==> config.mk <==
export PLATFORM = sky130hd
export DESIGN_NAME = sha256_message_digest_top
export DESIGN_NICKNAME = d
export VERILOG_FILES = /design/src/rtl/sha256_pkg.sv /design/src/rtl/sha256_ctrl.sv /design/src/rtl/sha256_dp.sv /design/src/rtl/sha256_message_digest_top.sv
export SDC_FILE = /design/constraint.sdc
export NUM_CORES = 2
export LEC_CHECK = 0
export ABC_AREA = 1
export CELL_PAD_IN_SITES_DETAIL_PLACEMENT = 1
export CELL_PAD_IN_SITES_GLOBAL_PLACEMENT = 2
export CORE_MARGIN = 3
export CORE_UTILIZATION = 40
export DETAILED_ROUTE_END_ITERATION = 7
export DONT_BUFFER_PORTS = 1
export PLACE_DENSITY = 0.92
export SLEW_MARGIN = 20
export SYNTH_ARGS = -nofsm -noshare
export SYNTH_HDL_FRONTEND = slang
export SYNTH_SLANG_ARGS = --single-unit
==> constraint.sdc <==
create_clock -name clk -period 19.1 [get_ports clk]
set_input_delay 2.865 -clock clk [delete_from_list [all_inputs] [get_ports clk]]
set_output_delay 2.865 -clock clk [all_outputs]
set_load 0.03 [all_outputs]
==> src/rtl/sha256_pkg.sv <==
// ----------------------------------------------------------------------------
// sha256_pkg: shared types and constants for the sha-256 digest block
// Holds the controller-to-datapath command bundle, the byte source codes for
// the message window, the initial hash values and the round constant table.
// ----------------------------------------------------------------------------
package sha256_pkg;

    // byte source for the message window
    localparam logic [1:0] SEL_DATA = 2'd0;
    localparam logic [1:0] SEL_MARK = 2'd1;
    localparam logic [1:0] SEL_ZERO = 2'd2;
    localparam logic [1:0] SEL_LEN  = 2'd3;

    localparam logic [7:0] PAD_MARK   = 8'h80;
    localparam logic [5:0] LENGTH_POS = 6'd56;
    localparam logic [5:0] LAST_POS   = 6'd63;
    localparam logic [5:0] LAST_ROUND = 6'd63;
    localparam logic [2:0] LAST_INDEX = 3'd7;

    localparam logic [31:0] H_INIT [8] = '{
        32'h6a09e667, 32'hbb67ae85, 32'h3c6ef372, 32'ha54ff53a,
        32'h510e527f, 32'h9b05688c, 32'h1f83d9ab, 32'h5be0cd19
    };

    typedef struct packed {
        logic       shift_en;   // shift one byte into the message window
        logic [1:0] byte_sel;   // source of that byte
        logic       cnt_inc;    // count one message byte
        logic       load_vars;  // a..h <= hash words
        logic       round_en;   // run one compression round
        logic       hash_add;   // hash words += a..h
        logic       restart;    // back to initial hash and zero length
        logic [5:0] round_idx;  // current round
        logic [2:0] pos_lo;     // low bits of fill position, picks length byte
        logic [2:0] out_idx;    // digest word on the output
    } sha256_cmd_t;

    function automatic logic [31:0] rotr(input logic [31:0] x, input int unsigned n);
        rotr = (x >> n) | (x << (32 - n));
    endfunction

    function automatic logic [31:0] round_const(input logic [5:0] idx);
        case (idx)
            6'd0:  round_const = 32'h428a2f98;
            6'd1:  round_const = 32'h71374491;
            6'd2:  round_const = 32'hb5c0fbcf;
            6'd3:  round_const = 32'he9b5dba5;
            6'd4:  round_const = 32'h3956c25b;
            6'd5:  round_const = 32'h59f111f1;
            6'd6:  round_const = 32'h923f82a4;
            6'd7:  round_const = 32'hab1c5ed5;
            6'd8:  round_const = 32'hd807aa98;
            6'd9:  round_const = 32'h12835b01;
            6'd10: round_const = 32'h243185be;
            6'd11: round_const = 32'h550c7dc3;
            6'd12: round_const = 32'h72be5d74;
            6'd13: round_const = 32'h80deb1fe;
            6'd14: round_const = 32'h9bdc06a7;
            6'd15: round_const = 32'hc19bf174;
            6'd16: round_const = 32'he49b69c1;
            6'd17: round_const = 32'hefbe4786;
            6'd18: round_const = 32'h0fc19dc6;
            6'd19: round_const = 32'h240ca1cc;
            6'd20: round_const = 32'h2de92c6f;
            6'd21: round_const = 32'h4a7484aa;
            6'd22: round_const = 32'h5cb0a9dc;
            6'd23: round_const = 32'h76f988da;
            6'd24: round_const = 32'h983e5152;
            6'd25: round_const = 32'ha831c66d;
            6'd26: round_const = 32'hb00327c8;
            6'd27: round_const = 32'hbf597fc7;
            6'd28: round_const = 32'hc6e00bf3;
            6'd29: round_const = 32'hd5a79147;
            6'd30: round_const = 32'h06ca6351;
            6'd31: round_const = 32'h14292967;
            6'd32: round_const = 32'h27b70a85;
            6'd33: round_const = 32'h2e1b2138;
            6'd34: round_const = 32'h4d2c6dfc;
            6'd35: round_const = 32'h53380d13;
            6'd36: round_const = 32'h650a7354;
            6'd37: round_const = 32'h766a0abb;
            6'd38: round_const = 32'h81c2c92e;
            6'd39: round_const = 32'h92722c85;
            6'd40: round_const = 32'ha2bfe8a1;
            6'd41: round_const = 32'ha81a664b;
            6'd42: round_const = 32'hc24b8b70;
            6'd43: round_const = 32'hc76c51a3;
            6'd44: round_const = 32'hd192e819;
            6'd45: round_const = 32'hd6990624;
            6'd46: round_const = 32'hf40e3585;
            6'd47: round_const = 32'h106aa070;
            6'd48: round_const = 32'h19a4c116;
            6'd49: round_const = 32'h1e376c08;
            6'd50: round_const = 32'h2748774c;
            6'd51: round_const = 32'h34b0bcb5;
            6'd52: round_const = 32'h391c0cb3;
            6'd53: round_const = 32'h4ed8aa4a;
            6'd54: round_const = 32'h5b9cca4f;
            6'd55: round_const = 32'h682e6ff3;
            6'd56: round_const = 32'h748f82ee;
            6'd57: round_const = 32'h78a5636f;
            6'd58: round_const = 32'h84c87814;
            6'd59: round_const = 32'h8cc70208;
            6'd60: round_const = 32'h90befffa;
            6'd61: round_const = 32'ha4506ceb;
            6'd62: round_const = 32'hbef9a3f7;
            default: round_const = 32'hc67178f2;
        endcase
    endfunction

endpackage

==> src/rtl/sha256_ctrl.sv <==
// ----------------------------------------------------------------------------
// sha256_ctrl: sequencer for the sha-256 digest block
// Takes input requests, walks the padding bytes, counts the 64 rounds of each
// compression and steps the eight digest words out.
// ----------------------------------------------------------------------------
module sha256_ctrl (
    input  logic                    clk,
    input  logic                    rst_n,
    input  logic                    s_valid,
    input  logic                    s_has_byte,
    input  logic                    s_last,
    output logic                    s_ready,
    output logic                    m_valid,
    input  logic                    m_ready,
    output sha256_pkg::sha256_cmd_t cmd
);

    localparam logic [2:0] ST_IDLE   = 3'd0;
    localparam logic [2:0] ST_PAD    = 3'd1;
    localparam logic [2:0] ST_LOAD   = 3'd2;
    localparam logic [2:0] ST_ROUND  = 3'd3;
    localparam logic [2:0] ST_UPDATE = 3'd4;
    localparam logic [2:0] ST_OUT    = 3'd5;

    logic [2:0] state_reg, state_next;
    logic [5:0] pos_reg, pos_next;
    logic [5:0] round_reg, round_next;
    logic [2:0] out_reg, out_next;
    logic       last_reg, last_next;
    logic       mark_reg, mark_next;
    logic       len_ok_reg, len_ok_next;

    // state registers
    always_ff @(posedge clk or negedge rst_n)
    begin
        if (!rst_n)
        begin
            state_reg  <= ST_IDLE;
            pos_reg    <= '0;
            round_reg  <= '0;
            out_reg    <= '0;
            last_reg   <= 1'b0;
            mark_reg   <= 1'b0;
            len_ok_reg <= 1'b0;
        end
        else
        begin
            state_reg  <= state_next;
            pos_reg    <= pos_next;
            round_reg  <= round_next;
            out_reg    <= out_next;
            last_reg   <= last_next;
            mark_reg   <= mark_next;
            len_ok_reg <= len_ok_next;
        end
    end

    // next state and datapath commands
    always_comb
    begin
        state_next    = state_reg;
        pos_next      = pos_reg;
        round_next    = round_reg;
        out_next      = out_reg;
        last_next     = last_reg;
        mark_next     = mark_reg;
        len_ok_next   = len_ok_reg;
        s_ready       = 1'b0;
        m_valid       = 1'b0;
        cmd           = '0;
        cmd.round_idx = round_reg;
        cmd.pos_lo    = pos_reg[2:0];
        cmd.out_idx   = out_reg;
        cmd.byte_sel  = sha256_pkg::SEL_DATA;

        case (state_reg)
            ST_IDLE:
            begin
                s_ready = 1'b1;
                if (s_valid)
                begin
                    last_next = s_last;
                    if (s_has_byte)
                    begin
                        cmd.shift_en = 1'b1;
                        cmd.cnt_inc  = 1'b1;
                        pos_next     = pos_reg + 6'd1;
                    end
                    if (s_has_byte && pos_reg == sha256_pkg::LAST_POS)
                        state_next = ST_LOAD;
                    else if (s_last)
                        state_next = ST_PAD;
                end
            end

            ST_PAD:
            begin
                cmd.shift_en = 1'b1;
                pos_next     = pos_reg + 6'd1;
                if (!mark_reg)
                begin
                    cmd.byte_sel = sha256_pkg::SEL_MARK;
                    mark_next    = 1'b1;
                    len_ok_next  = (pos_reg < sha256_pkg::LENGTH_POS);
                end
                else if (len_ok_reg && pos_reg >= sha256_pkg::LENGTH_POS)
                    cmd.byte_sel = sha256_pkg::SEL_LEN;
                else
                    cmd.byte_sel = sha256_pkg::SEL_ZERO;
                if (pos_reg == sha256_pkg::LAST_POS)
                    state_next = ST_LOAD;
            end

            ST_LOAD:
            begin
                cmd.load_vars = 1'b1;
                round_next    = '0;
                state_next    = ST_ROUND;
            end

            ST_ROUND:
            begin
                cmd.round_en = 1'b1;
                round_next   = round_reg + 6'd1;
                if (round_reg == sha256_pkg::LAST_ROUND)
                    state_next = ST_UPDATE;
            end

            ST_UPDATE:
            begin
                cmd.hash_add = 1'b1;
                if (!last_reg)
                    state_next = ST_IDLE;
                else if (mark_reg && len_ok_reg)
                begin
                    out_next   = '0;
                    state_next = ST_OUT;
                end
                else
                begin
                    // a further padding block carries the length
                    if (mark_reg)
                        len_ok_next = 1'b1;
                    state_next = ST_PAD;
                end
            end

            ST_OUT:
            begin
                m_valid = 1'b1;
                if (m_ready)
                begin
                    out_next = out_reg + 3'd1;
                    if (out_reg == sha256_pkg::LAST_INDEX)
                    begin
                        cmd.restart = 1'b1;
                        last_next   = 1'b0;
                        mark_next   = 1'b0;
                        len_ok_next = 1'b0;
                        state_next  = ST_IDLE;
                    end
                end
            end

            default:
            begin
                state_next = ST_IDLE;
            end
        endcase
    end

endmodule

==> src/rtl/sha256_dp.sv <==
// ----------------------------------------------------------------------------
// sha256_dp: datapath of the sha-256 digest block
// Message window as a 16-word shift line, round variables a..h, hash words
// and the message byte count; one compression round per cycle.
// ----------------------------------------------------------------------------
module sha256_dp (
    input  logic                    clk,
    input  logic                    rst_n,
    input  sha256_pkg::sha256_cmd_t cmd,
    input  logic [7:0]              data_byte,
    output logic [31:0]             digest_word
);

    logic [31:0] win_reg  [16];
    logic [31:0] var_reg  [8];
    logic [31:0] hash_reg [8];
    logic [60:0] cnt_reg;

    logic [63:0] len_bits;
    logic [63:0] len_shift;
    logic [7:0]  in_byte;
    logic [31:0] sig0, sig1, w_next;
    logic [31:0] big0, big1, ch, maj, t1, t2;

    // byte entering the window
    assign len_bits  = {cnt_reg, 3'b000};
    assign len_shift = len_bits >> {~cmd.pos_lo, 3'b000};

    always_comb
    begin
        case (cmd.byte_sel)
            sha256_pkg::SEL_DATA: in_byte = data_byte;
            sha256_pkg::SEL_MARK: in_byte = sha256_pkg::PAD_MARK;
            sha256_pkg::SEL_LEN:  in_byte = len_shift[7:0];
            default:              in_byte = 8'h00;
        endcase
    end

    // message schedule, word 16 ahead of the one in use
    assign sig0 = sha256_pkg::rotr(win_reg[1], 7) ^ sha256_pkg::rotr(win_reg[1], 18)
                ^ (win_reg[1] >> 3);
    assign sig1 = sha256_pkg::rotr(win_reg[14], 17) ^ sha256_pkg::rotr(win_reg[14], 19)
                ^ (win_reg[14] >> 10);
    assign w_next = win_reg[0] + sig0 + win_reg[9] + sig1;

    // one compression round
    assign big1 = sha256_pkg::rotr(var_reg[4], 6) ^ sha256_pkg::rotr(var_reg[4], 11)
                ^ sha256_pkg::rotr(var_reg[4], 25);
    assign ch   = (var_reg[4] & var_reg[5]) ^ (~var_reg[4] & var_reg[6]);
    assign t1   = var_reg[7] + big1 + ch + sha256_pkg::round_const(cmd.round_idx)
                + win_reg[0];
    assign big0 = sha256_pkg::rotr(var_reg[0], 2) ^ sha256_pkg::rotr(var_reg[0], 13)
                ^ sha256_pkg::rotr(var_reg[0], 22);
    assign maj  = (var_reg[0] & var_reg[1]) ^ (var_reg[0] & var_reg[2])
                ^ (var_reg[1] & var_reg[2]);
    assign t2   = big0 + maj;

    // message window: byte shift on fill, word shift on rounds
    always_ff @(posedge clk)
    begin
        if (cmd.shift_en)
        begin
            for (int i = 0; i < 15; i++)
                win_reg[i] <= {win_reg[i][23:0], win_reg[i + 1][31:24]};
            win_reg[15] <= {win_reg[15][23:0], in_byte};
        end
        else if (cmd.round_en)
        begin
            for (int i = 0; i < 15; i++)
                win_reg[i] <= win_reg[i + 1];
            win_reg[15] <= w_next;
        end
    end

    // round variables a..h
    always_ff @(posedge clk)
    begin
        if (cmd.load_vars)
        begin
            for (int i = 0; i < 8; i++)
                var_reg[i] <= hash_reg[i];
        end
        else if (cmd.round_en)
        begin
            var_reg[7] <= var_reg[6];
            var_reg[6] <= var_reg[5];
            var_reg[5] <= var_reg[4];
            var_reg[4] <= var_reg[3] + t1;
            var_reg[3] <= var_reg[2];
            var_reg[2] <= var_reg[1];
            var_reg[1] <= var_reg[0];
            var_reg[0] <= t1 + t2;
        end
    end

    // hash words and message byte count
    always_ff @(posedge clk or negedge rst_n)
    begin
        if (!rst_n)
        begin
            for (int i = 0; i < 8; i++)
                hash_reg[i] <= sha256_pkg::H_INIT[i];
            cnt_reg <= '0;
        end
        else
        begin
            if (cmd.restart)
            begin
                for (int i = 0; i < 8; i++)
                    hash_reg[i] <= sha256_pkg::H_INIT[i];
                cnt_reg <= '0;
            end
            else
            begin
                if (cmd.hash_add)
                begin
                    for (int i = 0; i < 8; i++)
                        hash_reg[i] <= hash_reg[i] + var_reg[i];
                end
                if (cmd.cnt_inc)
                    cnt_reg <= cnt_reg + 61'd1;
            end
        end
    end

    assign digest_word = hash_reg[cmd.out_idx];

endmodule

==> src/rtl/sha256_message_digest_top.sv <==
// ----------------------------------------------------------------------------
// sha256_message_digest_top: sha-256 digest over a byte stream
// Input requests carry an optional message byte and an end mark; after the
// end mark the eight big-endian digest words leave on the output stream.
// ----------------------------------------------------------------------------
// a byte request is taken while idle; the 64th byte of a block starts a compression
// (load, 64 rounds at one per cycle, hash update); an end request with pos bytes in its
// last block (0 to 63) pads it and compresses it, plus a second padded block when the
// length does not fit (pos of 56 or more), then the 8 digest words go out
// throughput: one request at a time, set by the single round unit
// reset: asynchronous active low; hash words, length and sequencer clear at once
module sha256_message_digest_top (
    input  logic        clk,
    input  logic        rst_n,
    input  logic        s_tvalid,
    output logic        s_tready,
    input  logic [7:0]  s_tdata,   // [7:0] data_byte
    input  logic        s_tuser,   // [0] has_byte
    input  logic        s_tlast,   // last_item
    output logic        m_tvalid,
    input  logic        m_tready,
    output logic [39:0] m_tdata,   // [31:0] digest_word, [34:32] word_index, zero fill
    output logic        m_tlast    // last_word
);

    sha256_pkg::sha256_cmd_t cmd;
    logic [31:0]             digest_word;

    // sequencer
    sha256_ctrl u_ctrl (
        .clk        (clk),
        .rst_n      (rst_n),
        .s_valid    (s_tvalid),
        .s_has_byte (s_tuser),
        .s_last     (s_tlast),
        .s_ready    (s_tready),
        .m_valid    (m_tvalid),
        .m_ready    (m_tready),
        .cmd        (cmd)
    );

    // datapath
    sha256_dp u_dp (
        .clk         (clk),
        .rst_n       (rst_n),
        .cmd         (cmd),
        .data_byte   (s_tdata),
        .digest_word (digest_word)
    );

    // output packing
    assign m_tdata = {5'b00000, cmd.out_idx, digest_word};
    assign m_tlast = (cmd.out_idx == sha256_pkg::LAST_INDEX);

`ifndef SYNTHESIS
    a_no_overlap: assert property (@(posedge clk) disable iff (!rst_n)
        !(s_tready && m_tvalid))
        else $error("input and output open at once");

    a_end_busy: assert property (@(posedge clk) disable iff (!rst_n)
        s_tvalid && s_tready && s_tlast |=> !s_tready)
        else $error("input taken right after end of message");

    a_last_done: assert property (@(posedge clk) disable iff (!rst_n)
        m_tvalid && m_tready && m_tlast |=> !m_tvalid && s_tready)
        else $error("block not idle after final digest word");

    a_round_step: assert property (@(posedge clk) disable iff (!rst_n)
        cmd.round_en && cmd.round_idx != sha256_pkg::LAST_ROUND |=> cmd.round_en)
        else $error("compression stopped early");
`endif

endmodule

Yosys cells after proc, flatten, opt, wreduce, memory -nomap -nowiden
Memory sizes are Yosys's and may differ from the RTL's.
Index checks and enable logic that the tools add are counted.
Cells by class
  $add $sub $neg: 22
  $lt $le $gt $ge: 3
  eq/ne operators: 22
  shift-type cells: 1
  multiplexer cells: 84
  bitwise gates (word level): 53
  reduce and logical (&&, ||, !) cells: 19
Operators with widths (count)
  $mux W32: 26
  $add A32 B32 Y32: 18
  $mux W256: 2
  $xor A32 B32 Y32: 9
  $and A32 B32 Y32: 5
  $mux W61: 2
  $bmux W32 S3: 1
  $shr A64 B6 Y8: 1
  $add A61 B1 Y61 const B: 1
  $mux W3: 12
  $not A32 Y32: 1
  $or A10 B32 Y32: 1
  $or A13 B32 Y32: 1
  $or A14 B32 Y32: 1
  $or A15 B32 Y32: 1
  $or A19 B32 Y32: 1
  $or A21 B32 Y32: 1
  $or A25 B32 Y32: 1
  $or A26 B32 Y32: 1
  $or A30 B32 Y32: 1
  $or A7 B32 Y32: 1
  $xor A32 B22 Y32: 1
  $xor A32 B29 Y32: 1
  $mux W1: 28
  34 further kinds: 86
Storage, ports and cells
  register bits after elaboration: 338
  RAM bits: 768
  bits in read-only memories: 2048
  bits of input ports: 14
  output and inout port bits: 43
  logic and storage cells: 223
  memories: 3
Memories
  (no name shown): depth 64, width 32, read ports 1, clocked after Yosys merged registers in 0, write ports 0, RTL line sha256_pkg.sv:43  | case (idx)
  u_dp.win_reg: depth 16, width 32, read ports 16, clocked after Yosys merged registers in 0, write ports 16, RTL line sha256_dp.sv:14  | logic [31:0] win_reg [16];
  u_dp.var_reg: depth 8, width 32, read ports 8, clocked after Yosys merged registers in 0, write ports 8, RTL line sha256_dp.sv:15  | logic [31:0] var_reg [8];

Longest topological paths before layout
An unclocked memory read counts as a cell.
  depth in word-level cells: 10
  mapped depth: 49
  mapped depth without buffers: 49

Cells and area by module
Synthesis repeated with hierarchy kept, for this count alone.
Unflattened totals
  cells, all modules: 9775
  area, all modules: 80631.1 um^2
Modules (own cells, without submodules)
  sha256_dp: times used 1, cells each 9587, area each 79209.7 um^2, seq. area each 31164.9 um^2
  sha256_ctrl: times used 1, cells each 179, area each 1366.3 um^2, seq. area each 525.5 um^2
  sha256_message_digest_top: times used 1, cells each 9, area each 55.1 um^2, seq. area each 0.0 um^2

Least setup slack after synthesis
OpenSTA, ideal clock, no wires.
  path kind: input port to flip-flop
  from: input port s_tuser
  to: memory u_dp.win_reg[0][0], enable pin
  library setup time: 3.664 ns
  arrival: 11.972 ns
  required time: 15.436 ns
  path slack: 3.464 ns
  cell stages on the path: 8
  buffers on the path: 2
  cell sequence: nand2_1 -> nor2_8 -> inv_2 -> nand2_2 -> inv_1 -> buf_2 -> buf_2 -> nand2_1
RTL lines
  start, declared: RTL line sha256_message_digest_top.sv:18  | input logic s_tuser,
  end, declared: RTL line sha256_dp.sv:14

==> load_flow_metrics.sql <==
INSERT INTO impl_metrics (metric_group, metric, value, unit) VALUES
('run_status', 'outcome', 'finished, violations left', ''),
('run_status', 'violations', 'max-slew violations', ''),
('timing', 'fin_hold_ws', '0.472', 'ns'),
('yosys', 'most_repeated_cell_in_the_gate_level_netlist_after_synthesis', 'nand2_1', ''),
('yosys', 'synth.avg_cell_area', '7.65', 'µm²'),
('setup_path', 'required_time_worst_endpoint', '19.66', 'ns'),
('cts', 'ctsRootBufferMaster', 'clkbuf_16', ''),
('route', 'drc_errors', '0', ''),
('run', 'cap_viol_max_count', '0', ''),
('setup_path', 'worst_ep_arrival_time', '10.05', 'ns'),
('timing', 'min_period_over_period', '49.7', '%'),
('yosys', 'post_synth_num_cell_types', '70', ''),
('route', 'drt-wirelength-per-cell', '28.9', 'µm'),
('floorplanning', 'fp.dieArea', '0.213', 'mm²'),
('hold_path', 'min-delay-path-class', 'reg2reg', ''),
('route', 'via_count', '78622', ''),
('global_routing', 'largest_net_degree_at_the_start_of_global_routing', '339', ''),
('layout', 'finalInstanceArea', '0.0899', 'mm²'),
('timing', 'max_freq', '0.105', 'GHz'),
('cts', 'cts-resized-gates', '0', ''),
('timing', 'final_period_minus_worst_setup_slack', '9.49', 'ns'),
('setup_path', 'critical_path.most_common_cell', 'nand2_1', ''),
('yosys', 'netlist_top_cells_count', 'nand2_1 (2716), inv_1 (1529), o21ai_0 (1233)', ''),
('setup_path', 'worstSetupStartpoint', 'u_ctrl.round_reg[0]$_DFFE_PN0P_', ''),
('route', 'drtAntennaViolNets', '0', ''),
('yosys', 'synthDominantCellAreaShare', '27.8', '%'),
('hold_path', 'holdCritStartpoint', 'u_ctrl.pos_reg[5]$_DFFE_PN0P_', ''),
('yosys', 'synthesis.instances', '10830', ''),
('yosys', 'synth_top_cells_by_area', 'edfxtp_1 (28%), nand2_1 (12%), o21ai_0 (7.4%), inv_1 (6.9%), dfrtp_1 (6.1%)', ''),
('setup_path', 'cp-end-kind', 'flop', ''),
('timing', 'timing.clock.skew', '0.0483', 'ns'),
('layout', 'n_fill_cell', '25094', ''),
('setup_path', 'rr_startpoint', 'u_ctrl.round_reg[0]$_DFFE_PN0P_', ''),
('layout', 'layout_area_growth_over_synthesis', '8.46', '%'),
('timing', 'finalHoldViolations', '0', ''),
('layout', 'largest_register_ff_count', '512', ''),
('setup_path', 'worstSetupPathType', 'reg2reg', ''),
('cts', 'htree_levels', '4', ''),
('placed_design', 'hpwlAfterDp', '307000', 'µm'),
('floorplanning', 'num_rows', '166', ''),
('floorplanning', 'die_width', '461', 'µm'),
('layout', 'final_net_count', '11217', ''),
('route', 'postRouteWirelength', '388000', 'µm'),
('route', 'drt_first_iter_violations', '7679', ''),
('setup_path', 'critical_path.max_fanout', '12', ''),
('cts', 'clock_tree_from_tritoncts', 'built', ''),
('setup_path', 'timing.critical_path.slowest_cell_delay', '0.61', 'ns'),
('cts', 'cts_setup_buffers', '0', ''),
('timing', 'maxSlewViolCount', '1', ''),
('layout', 'multi_input_comb_area', '0.0436', 'mm²'),
('cts', 'max-clock-path-buffers', '3', ''),
('floorplanning', 'die_y', '461', 'µm'),
('timing', 'max_slew.worst_pin.slew', '1.51', 'ns'),
('layout', 'final_layout_size_suffix_gt1_share', '4.94', '%'),
('route', 'drt_pass1_iterations', '6', ''),
('yosys', 'synth_seq_area_share', '38.2', '%'),
('setup_path', 'worst_setup_path_start_kind', 'flop', ''),
('timing', 'grt_setup_unrepaired', 'false', ''),
('floorplanning', 'ioPinCount', '57', ''),
('yosys', 'synth_edf_count', '768', ''),
('cts', 'cts_buffers', '140', ''),
('timing', 'timing.slew.headroom', '-0.821', '%'),
('cts', 'cts_sinks', '1106', ''),
('route', 'via_per_inst', '5.85', ''),
('cts', 'clk-insertion-delay-late', '0.85', 'ns'),
('timing', 'fin_setup_tns', '0', 'ns'),
('placed_design', 'detailed_place.area', '0.0851', 'mm²'),
('yosys', 'synth_warnings', '0', ''),
('global_routing', 'overflow', '0', ''),
('yosys', 'ys_ff_latch', '1106', ''),
('timing', 'setup_violations', '0', '');
-- through the flow --
stage                     worst slack [ns]  utilization [%]  instances
after floorplan                       3.46                -      10834
after global placement                9.84             41.4      13152
after detailed placement              9.92             41.4      13155
after CTS                             9.85             43.7      13416
after global routing                  9.06             43.7      13428
final                                 9.61             43.8      13437
-- placed cells by master, fill, tap and decap left out, types with 21 or more instances in the layout --
master     count
nand2_1     2715
inv_1       1527
o21ai_0     1231
edfxtp_1     768
nor2_1       756
a21oi_1      660
nand3_1      452
ha_1         395
xor2_1       220
dfrtp_1      200
fa_1         195
xnor2_1      171
nand4_1      143
clkbuf_16    140
dfstp_2      136
nor3_1       111
o22ai_1      108
o21bai_1      76
buf_4         76
a31oi_1       72
a21o_1        56
o211ai_1      47
a21boi_0      38
o21a_1        34
or2_2         31
clkbuf_1      28
clkinv_2      26
a221oi_1      24
nand3b_1      24
clkinv_1      21
-- critical path, delay by kind of cell, from the launching register on --
family / cells / cell delay (ns)
AOI/OAI and AO/OA: 7 / 1.30
and+or+nand+nor: 16 / 2.72
DFF: 1 / 0.61
adders and majority gates: 7 / 3.29
buffers and inverters: 7 / 1.28
-- worst paths after layout --
kind | endpoint | slack, ns | depth (start not counted)
min in group asynchronous | u_dp.hash_reg[222]$_DFFE_PN0P_ | 1.73 | 0
setup / recovery | u_dp.var_reg[0][31]$_DFFE_PP_ | 9.61 | 37
setup reg to reg | u_dp.var_reg[0][31]$_DFFE_PP_ | 9.61 | 37
hold / removal | u_ctrl.pos_reg[5]$_DFFE_PN0P_ | 0.47 | 1
hold reg to reg | u_ctrl.pos_reg[5]$_DFFE_PN0P_ | 0.47 | 1
max in group asynchronous | u_ctrl.round_reg[2]$_DFFE_PN0P_ | 15.36 | 2
-- logic make-up after synthesis --
kind of cell | share of synthesized area, %
flip-flops | 38.2
buffers and inverters | 9.21
multiplexers | 0.310
AND/OR/NAND/NOR | 21.3
XOR/XNOR | 4.13
other | 0.00453
AO/OA/AOI/OAI | 16.1
adder cells (fa/ha/maj) | 10.7
-- layout make-up --
cell class | instances | area share (%)
Multi-Input combinational cell | 7740 | 48.5
Sequential cell | 1106 | 35.3
Inverter | 1542 | 6.47
Clock buffer | 176 | 4.14
Tap cell | 2688 | 3.74
Clock inverter | 85 | 1.07
Timing Repair Buffer | 83 | 0.746
Antenna cell | 17 | 0.0473
-- routing by layer --
metal / GRT usage (%) / vias to the layer above / part of all wire, %
met5: 0.299 / - / 0.034
met4: 21.0 / 10 / 6.9
met3: 6.50 / 838 / 7.2
met2: 57.4 / 2885 / 45
met1: 45.5 / 39504 / 40
li1: - / 35385 / -
Power is not shown: default switching activity piles up to over one toggle a cycle in this logic, so the estimate is an artifact.
